$ cat src/rtl/hsv_pkg.sv
// Package: constants, types and helpers for the HSV to RGB565 converter.
package hsv_pkg;

  localparam int HUE_FRAC_BITS = 6;

  localparam int HUE_W = 15;
  localparam int CH_W  = 8;
  localparam int PROD_W = 2 * CH_W;
  localparam int PIX_W = 16;

  localparam longint unsigned SEG_L    = 64'd60 << HUE_FRAC_BITS;
  localparam longint unsigned PERIOD_L = SEG_L * 6;
  localparam int SEG_W = $clog2(SEG_L + 1);

  localparam logic [HUE_W-1:0] HUE_PERIOD = HUE_W'(PERIOD_L);
  localparam logic [SEG_W-1:0] SEG = SEG_W'(SEG_L);

  localparam longint unsigned DEN_L = SEG_L * 255;
  localparam int DEN_W = $clog2(DEN_L);
  localparam int X_W = $clog2(DEN_L * 255 + 1);
  localparam int RECIP_SH = X_W + DEN_W;
  localparam int RECIP_W = X_W + 1;
  localparam int P_W = X_W + RECIP_W;
  localparam longint unsigned RECIP_L = ((64'd1 << RECIP_SH) + DEN_L - 1) / DEN_L;
  localparam logic [RECIP_W-1:0] RECIP = RECIP_W'(RECIP_L);

  localparam logic [2:0] SECT_RY = 3'd0;
  localparam logic [2:0] SECT_YG = 3'd1;
  localparam logic [2:0] SECT_GC = 3'd2;
  localparam logic [2:0] SECT_CB = 3'd3;
  localparam logic [2:0] SECT_BM = 3'd4;
  localparam logic [2:0] SECT_MR = 3'd5;

  typedef struct packed {
    logic [2:0]        sector;
    logic [SEG_W-1:0]  num;
    logic [PROD_W-1:0] chroma;
    logic [PROD_W-1:0] offset;
    logic [CH_W-1:0]   val;
  } front_t;

  typedef struct packed {
    logic [2:0]      sector;
    logic [CH_W-1:0] pc;
    logic [CH_W-1:0] sc;
    logic [CH_W-1:0] zc;
  } chan_t;

  function automatic logic [HUE_W-1:0] sector_base(input logic [2:0] sector);
    logic [HUE_W-1:0] base;
    case (sector)
      SECT_YG: base = HUE_W'(SEG_L);
      SECT_GC: base = HUE_W'(SEG_L * 2);
      SECT_CB: base = HUE_W'(SEG_L * 3);
      SECT_BM: base = HUE_W'(SEG_L * 4);
      SECT_MR: base = HUE_W'(SEG_L * 5);
      default: base = '0;
    endcase
    return base;
  endfunction

endpackage

$ cat src/rtl/hsv_front.sv
// Front stages: hue reduction, chroma and offset, sector and secondary weight.
module hsv_front
  import hsv_pkg::*;
(
  input  logic             clk,
  input  logic             rst,
  input  logic             in_valid,
  input  logic [HUE_W-1:0] hue,
  input  logic [CH_W-1:0]  saturation,
  input  logic [CH_W-1:0]  brightness,
  output logic             out_valid,
  output front_t           out_item
);

  logic              v1;
  logic [HUE_W-1:0]  h1;
  logic [PROD_W-1:0] chroma1;
  logic [PROD_W-1:0] offset1;
  logic [CH_W-1:0]   val1;

  logic              v2;
  logic [2:0]        sector2;
  logic [SEG_W-1:0]  frac2;
  logic [PROD_W-1:0] chroma2;
  logic [PROD_W-1:0] offset2;
  logic [CH_W-1:0]   val2;

  logic [2:0]        sector_next;
  logic [HUE_W-1:0]  frac_full;

  always_ff @(posedge clk) begin
    if (rst) begin
      v1 <= 1'b0;
    end else begin
      v1 <= in_valid;
    end
    h1      <= (hue >= HUE_PERIOD) ? hue - HUE_PERIOD : hue;
    chroma1 <= PROD_W'(saturation) * PROD_W'(brightness);
    offset1 <= PROD_W'(brightness) * PROD_W'(8'hFF - saturation);
    val1    <= brightness;
  end

  always_comb begin
    priority if (h1 >= HUE_W'(SEG_L * 5)) begin
      sector_next = SECT_MR;
    end else if (h1 >= HUE_W'(SEG_L * 4)) begin
      sector_next = SECT_BM;
    end else if (h1 >= HUE_W'(SEG_L * 3)) begin
      sector_next = SECT_CB;
    end else if (h1 >= HUE_W'(SEG_L * 2)) begin
      sector_next = SECT_GC;
    end else if (h1 >= HUE_W'(SEG_L)) begin
      sector_next = SECT_YG;
    end else begin
      sector_next = SECT_RY;
    end
    frac_full = h1 - sector_base(sector_next);
  end

  always_ff @(posedge clk) begin
    if (rst) begin
      v2 <= 1'b0;
    end else begin
      v2 <= v1;
    end
    sector2 <= sector_next;
    frac2   <= SEG_W'(frac_full);
    chroma2 <= chroma1;
    offset2 <= offset1;
    val2    <= val1;
  end

  always_ff @(posedge clk) begin
    if (rst) begin
      out_valid <= 1'b0;
    end else begin
      out_valid <= v2;
    end
    out_item.sector <= sector2;
    out_item.num    <= sector2[0] ? SEG - frac2 : frac2;
    out_item.chroma <= chroma2;
    out_item.offset <= offset2;
    out_item.val    <= val2;
  end

endmodule

$ cat src/rtl/hsv_scale.sv
// Scale stages: weighted sums and division by the sector length times 255.
module hsv_scale
  import hsv_pkg::*;
(
  input  logic   clk,
  input  logic   rst,
  input  logic   in_valid,
  input  front_t in_item,
  output logic   out_valid,
  output chan_t  out_item
);

  logic            v4;
  logic [X_W-1:0]  xs4;
  logic [X_W-1:0]  xz4;
  logic [2:0]      sector4;
  logic [CH_W-1:0] val4;

  logic [P_W-1:0]  prod_s;
  logic [P_W-1:0]  prod_z;

  always_ff @(posedge clk) begin
    if (rst) begin
      v4 <= 1'b0;
    end else begin
      v4 <= in_valid;
    end
    xs4 <= X_W'(in_item.chroma) * X_W'(in_item.num)
         + X_W'(in_item.offset) * X_W'(SEG);
    xz4 <= X_W'(in_item.offset) * X_W'(SEG);
    sector4 <= in_item.sector;
    val4    <= in_item.val;
  end

  assign prod_s = P_W'(xs4) * P_W'(RECIP);
  assign prod_z = P_W'(xz4) * P_W'(RECIP);

  always_ff @(posedge clk) begin
    if (rst) begin
      out_valid <= 1'b0;
    end else begin
      out_valid <= v4;
    end
    out_item.sector <= sector4;
    out_item.pc     <= val4;
    out_item.sc     <= CH_W'(prod_s >> RECIP_SH);
    out_item.zc     <= CH_W'(prod_z >> RECIP_SH);
  end

endmodule

$ cat src/rtl/hsv_to_rgb565_converter.sv
// Top level: HSV to byte-swapped RGB565 converter, six-stage pipeline.
//
//   channel  | handshake        | payload
//   ---------+------------------+-------------------------------------
//   input    | start / busy     | hue[14:0], saturation[7:0], brightness[7:0]
//   result   | done (1 cycle)   | pixel[15:0]
//
// An item is taken at every edge with start high; busy is always low.
// Each pixel appears after its item has passed the stages in order, one per clock:
// hue and products, sector, weight, weighted sums, reciprocal multipliers,
// packing.
// rst clears the valid bits only; the receiver cannot stall the output.
module hsv_to_rgb565_converter
  import hsv_pkg::*;
(
  input  logic             clk,
  input  logic             rst,
  input  logic             start,
  output logic             busy,
  input  logic [HUE_W-1:0] hue,
  input  logic [CH_W-1:0]  saturation,
  input  logic [CH_W-1:0]  brightness,
  output logic             done,
  output logic [PIX_W-1:0] pixel
);

  logic       front_valid;
  front_t     front_item;
  logic       scale_valid;
  chan_t      scale_item;

  logic [CH_W-1:0]  r;
  logic [CH_W-1:0]  g;
  logic [CH_W-1:0]  b;
  logic [PIX_W-1:0] packed_px;

  assign busy = 1'b0;

  hsv_front u_front (
    .clk        (clk),
    .rst        (rst),
    .in_valid   (start & ~busy),
    .hue        (hue),
    .saturation (saturation),
    .brightness (brightness),
    .out_valid  (front_valid),
    .out_item   (front_item)
  );

  hsv_scale u_scale (
    .clk       (clk),
    .rst       (rst),
    .in_valid  (front_valid),
    .in_item   (front_item),
    .out_valid (scale_valid),
    .out_item  (scale_item)
  );

  always_comb begin
    unique case (scale_item.sector)
      SECT_RY: begin
        r = scale_item.pc; g = scale_item.sc; b = scale_item.zc;
      end
      SECT_YG: begin
        r = scale_item.sc; g = scale_item.pc; b = scale_item.zc;
      end
      SECT_GC: begin
        r = scale_item.zc; g = scale_item.pc; b = scale_item.sc;
      end
      SECT_CB: begin
        r = scale_item.zc; g = scale_item.sc; b = scale_item.pc;
      end
      SECT_BM: begin
        r = scale_item.sc; g = scale_item.zc; b = scale_item.pc;
      end
      default: begin
        r = scale_item.pc; g = scale_item.zc; b = scale_item.sc;
      end
    endcase
    packed_px = {r[7:3], g[7:2], b[7:3]};
  end

  always_ff @(posedge clk) begin
    if (rst) begin
      done <= 1'b0;
    end else begin
      done <= scale_valid;
    end
    pixel <= {packed_px[7:0], packed_px[15:8]};
  end

endmodule
$ cat config.mk
export PLATFORM = sky130hd
export DESIGN_NAME = hsv_to_rgb565_converter
export DESIGN_NICKNAME = d
export VERILOG_FILES = /design/src/rtl/hsv_pkg.sv /design/src/rtl/hsv_front.sv /design/src/rtl/hsv_scale.sv /design/src/rtl/hsv_to_rgb565_converter.sv
export SDC_FILE = /design/constraint.sdc
export NUM_CORES = 2
export LEC_CHECK = 0
export ABC_CLOCK_PERIOD_IN_PS = 7270
export BUFFER_PORTS_ARGS = -buffer_cell sky130_fd_sc_hd__buf_2
export CAP_MARGIN = 10
export CORE_UTILIZATION = 55
export DETAILED_ROUTE_END_ITERATION = 8
export GPL_TIMING_DRIVEN = 1
export HOLD_SLACK_MARGIN = 0.06
export PLACE_DENSITY = 0.71
export SLEW_MARGIN = 40
export SYNTH_ARGS = -nofsm -noshare
export SYNTH_HDL_FRONTEND = slang
export SYNTH_SLANG_ARGS = --single-unit
$ cat constraint.sdc
create_clock -name clk -period 7.27 [get_ports clk]
set_input_delay 2.181 -clock clk [delete_from_list [all_inputs] [get_ports clk]]
set_output_delay 2.181 -clock clk [all_outputs]
set_load 0.005 [all_outputs]
Yosys cells after proc, flatten, opt, wreduce, memory -nomap -nowiden
Index checks and enable logic that the tools add are counted.
- add/sub/neg operators: 5
- multiply operators: 6
- order comparisons: 6
- eq/ne operators: 9
- muxes and demuxes: 11
- reductions and logical operators: 7
- operators by type and width (cell ; number):
    12-bit case mux with 5 select lines ; 1
    28-bit by 29-bit multiplier with 56-bit output, second input constant ; 1
    20-bit by 29-bit multiplier with 48-bit output, second input constant ; 1
    8-bit case mux with 2 select lines ; 3
    15-bit by 14-bit greater-or-equal comparator with 1-bit output, second input constant ; 2
    15-bit greater-or-equal comparator, second input constant ; 2
    28-bit adder ; 1
    16-bit by 12-bit multiplier with 28-bit output ; 1
    16-bit by 4-bit multiplier with 20-bit output, second input constant ; 1
    8-bit by 16-bit multiplier with 16-bit output ; 1
    8-bit by 8-bit multiplier with 16-bit output ; 1
    15-bit by 12-bit greater-or-equal comparator with 1-bit output, second input constant ; 1
    15-bit by 13-bit greater-or-equal comparator with 1-bit output, second input constant ; 1
    15-bit 2-to-1 mux ; 1
    15-bit subtractor, second input constant ; 1
    3-bit by 2-bit equality test with 1-bit output, second input constant ; 4
    12-bit 2-to-1 mux ; 1
    3-bit 2-to-1 mux ; 4
    2-bit OR reduction ; 6
    12-bit subtractor ; 1
    12-bit subtractor, first input constant ; 1
    3-bit equality test, second input constant ; 3
    8-bit by 8-bit subtractor with 9-bit output, first input constant ; 1
    3-bit by 1-bit equality test with 1-bit output, second input constant ; 2
    other kinds (2) ; 2
- flip-flop bits (word level): 273
- logic and storage cells: 73

Depth between registers and ports, before layout
- depth after elaboration: 9
- gate-level depth with buffers: 28
- depth with buffers taken out: 28

By module
A second synthesis with hierarchy kept.
- cells, all modules: 3582
- area, all modules: 35880.7 µm²
- by module, submodules not included (module ; instances ; cells an instance ; area an instance (µm²) ; sequential area each (µm²)):
    hsv_scale ; 1 ; 2679 ; 26447.9 ; 1761.7
    hsv_front ; 1 ; 801 ; 8443.1 ; 3363.2
    hsv_to_rgb565_converter ; 1 ; 102 ; 989.7 ; 340.3

Least setup slack after synthesis
No wires, ideal clock.
- kind: register to register
- from: reg u_front.out_item[9] in the netlist's numbering
- to: reg u_scale.xs4[27]
- data arrival time: 6456 ps
- required time: 7198 ps
- path slack: 742 ps
- stages on the path, launching flop included: 29
- path buffers: 0
- cell sequence: dfxtp_1 -> inv_1 -> fa_1 -> fa_1 -> inv_1 -> ha_1 -> nor2b_1 -> o21a_1 -> o21ai_1 -> nand2_1 -> a21o_1 -> xor2_1 -> inv_1 -> fa_1 -> inv_1 -> fa_1 -> inv_1 -> fa_1 -> fa_1 -> inv_1 -> ha_1 -> a21oi_1 -> o21ai_0 -> a221oi_1 -> o41ai_1 -> a211o_1 -> and2_1 -> o211ai_1 -> xnor2_1
- cells in the longest elaborated chain, start to end: 2
- RTL lines (item ; RTL line ; text):
    start, declared ; hsv_front.sv:12 ; output front_t out_item
    16-bit by 4-bit multiplier with 20-bit output ; hsv_scale.sv:29 ; + X_W'(in_item.offset) * X_W'(SEG);
    28-bit adder ; hsv_scale.sv:29 ;
    end signal, assigned ; hsv_scale.sv:28 ; xs4 <= X_W'(in_item.chroma) * X_W'(in_item.num)
    end, declared ; hsv_scale.sv:14 ; logic [X_W-1:0] xs4;
Every way passes these cells.
A chain may end at the register's enable or synchronous reset.

Worst setup path in the final report
Ends and elaborated chain as after synthesis.

==> metrics.txt <==
Async S/R FF share, synth=0%; core area=62050 sq um; Synth area leaders=fa_1 33%, ha_1 25%, dfxtp_1 15%; first-pass GRT wire length=118.6 mm; Reg2Reg Setup Slack=between 0.3 and 0.4 ns; Fmax=144.4 MHz; Final Cycle Share=95.26%; hold slack final=around 0.32 ns; Seq/Total Area, Yosys=roughly 15%; width of the die=around 250 um; RSZ-0062 raised after global routing=no; gpl congestion=roughly 0.92; final setup vio count=0; Cells after Synth=roughly 3500; mapped cell area=34720 sq um; Worst-path clk slew=about 0.060 ns; dominant synthesized flop cell=dfxtp_1; Arrival @ worst endpoint=7.36 ns; 1st-pass router iterations=5; actual slew at the worst max-slew pin=0.8578 ns; hold depth=0; vias per cell=5.100; Yosys top cell by area=fa_1; initial core utilization=55.96%; Reg area=approximately 5200 sq um; H-tree Lvls=1; vias in the first global route=roughly 24000; maximum root-to-sink buffer count=3; HP Class=reg -> reg; max_slew headroom=about 43%; area of the multi-input gates=between 20000 and 30000 sq um; Hold Vio Cnt, Final=0; Root Driver=clkbuf_16; r2r startpoint=u_front.out_item[9]; Die ar.=around 64000 sq um; antenna violations before repair=0; nature of the critical path startpoint=register; # diodes=0; Avg Inst Size Synth=between 10 and 15 sq um; total negative setup slack=0 ns; min cycle time layout=between 6 and 7 ns; max-cap viol count=0; layout net count=approximately 4800; status=finished clean; post-synth top area share=33.50%; syn nets=about 4800; clk_lat worst skew=around 0.57 ns; drt total wl=between 70 and 80 mm; Final HPWL DP=approximately 60 mm; Synth cell types=62; I/O Buffers=50; hold_buf cts=0; Die H=between 200 and 300 um; violation count after the first detailed-route iteration=~1000; placed cell count=4309; pin count of the biggest net entering global routing=46; GRT Util Overall=around a quarter; commonest non-fill, non-tap cells in the layout=920 x inv_1, 692 x ha_1, 581 x fa_1, 257 x dfxtp_1, 219 x nand2_1; min-delay src=u_front.offset2[0]; TritonCTS clock tree=done; cell row count=approximately 90; wire per inst=about 16 um; r2r endpoint=u_scale.xs4[27]; flops & latches, synth=around 260; FF-to-FF path depth=27; worst slack at placement=0.2972 ns; number of I/O pins=52; number of flops mapped to enable cells by yosys=0; Clock Skew=0.01447 ns; drt drc=0; fillers=5217; Finished Layout Cells=4362; Layout area overhead=6.771%; Worst Setup Path Type=reg -> reg; grt total ovfl=0; Crit. End Element=register; setup ws final=~0.34 ns; Slew Limit Fails=0; Worst Path Required=about 7.7 ns; share of cells above drive strength 1=~4.3%; DR vias=22250; CTS sink cnt=between 200 and 300; total setup buffers inserted after CTS=0; most common cell after layout, fill and taps aside=inv_1; CTS buffer count=29; crit-path max FO=5; DRT antenna net count=0; worst hold path endpoint=u_front.out_item[8]; Synthesis Warnings=0
==> synthesized netlist by cell type, drive strengths merged (2+ instances only) <==
library cell	count
a31oi	6
o21a	11
and4	2
ha	693
nor2	60
or3	14
a22o	6
nor2b	52
buf	2
and2	104
nand3	15
nand2	219
nand4	13
a2111oi	3
nor4	8
o21bai	7
a221oi	11
a21o	42
o211ai	12
inv	920
a211oi	20
xor2	21
a21boi	3
clkbuf	52
a211o	5
mux2i	8
xnor2	67
o31ai	6
a22oi	3
o21ai	57
nand2b	42
a21oi	56
and3	10
nand3b	2
dfxtp	259
or2	13
o211a	2
fa	581
nor3	24
o2111ai	6
==> worst max-delay path: stages, from the launching register on <==
cell	delay [ns]
dfxtp_1	0.37
inv_1	0.08
fa_1	0.49
fa_1	0.49
inv_1	0.04
ha_1	0.32
nor2b_1	0.15
o21a_1	0.18
o21ai_1	0.15
nand2_1	0.07
a21o_1	0.18
xor2_1	0.16
inv_1	0.12
fa_1	0.54
inv_1	0.05
fa_1	0.50
inv_1	0.06
fa_1	0.45
fa_1	0.52
inv_1	0.04
ha_1	0.36
and3_1	0.24
a221oi_1	0.32
o41ai_2	0.17
a211o_1	0.29
and2_1	0.16
o211ai_1	0.20
xnor2_1	0.09
==> how the worst max path moves through the flow <==
stage | depth (start not counted) | from | end
global placement | 28 | u_front.out_item[11] | u_scale.xs4[27]
CTS | 28 | u_front.out_item[10] | u_scale.xs4[27]
global route | 27 | u_front.out_item[9] | u_scale.xs4[27]
detailed placement | 28 | u_front.out_item[10] | u_scale.xs4[27]
finish | 27 | u_front.out_item[9] | u_scale.xs4[27]
floorplan | 28 | u_front.out_item[9] | u_scale.xs4[27]
==> through the flow <==
stage	utilization, %	instance area, sq um
global route	59.74	37070
finish	59.74	37070
detailed placement	58.03	36010
global placement	58.03	36010
CTS	59.73	37060
floorplan	-	34720
==> layout make-up <==
cell class,count,area share (%)
clock buffer,36,2.163
clock inverter,17,0.6750
inverter,920,9.315
multi-input combinational,2217,69.83
sequential,259,13.99
tap,837,2.825
timing repair buffer,76,1.201
==> registers in the layout (all words and copies together) (netlist names), 3 cells and up <==
signal            count
u_scale.xz4          20
pixel                16
u_front.offset1      16
u_front.chroma2      16
u_scale.sector4       3
u_scale.out_item     21
u_front.val1          6
u_scale.val4          6
u_front.h1           15
u_scale.xs4          28
u_front.offset2      16
u_front.frac2        12
u_front.val2          6
u_front.chroma1      16
u_front.sector2       3
u_front.out_item     53
==> metal layers <==
metal  vias to the layer above  global-route usage, %  share of wire [%]
li1                      10760                      -                  -
met2                       406                  38.45                 46
met4                         0                  7.065                3.1
met1                     10980                  31.99                 46
met3                       103                  3.074                4.5
met5                         -                      0                  0
==> repair_timing <==
| item | CTS | global route |
|---|---|---|
| endpoints found under the setup margin | 0 | 1 |
| gates resized for setup | 0 | 3 |
| endpoints found under the hold margin | 0 | 0 |
==> kinds of logic after synthesis <==
group                      after synthesis  synth area share [%]
other                                    1               0.01080
and+or+nand+nor                        582                 8.396
muxes                                    8                0.2306
adders and majority gates             1274                 58.47
buffers and inverters                  974                 10.54
xor gates and xnor gates                88                 2.220
AOI/OAI and AO/OA                      264                 5.200
DFF                                    259                 14.93
Power is not shown: default switching activity piles up to over one toggle a cycle in this logic, so the estimate is an artifact.
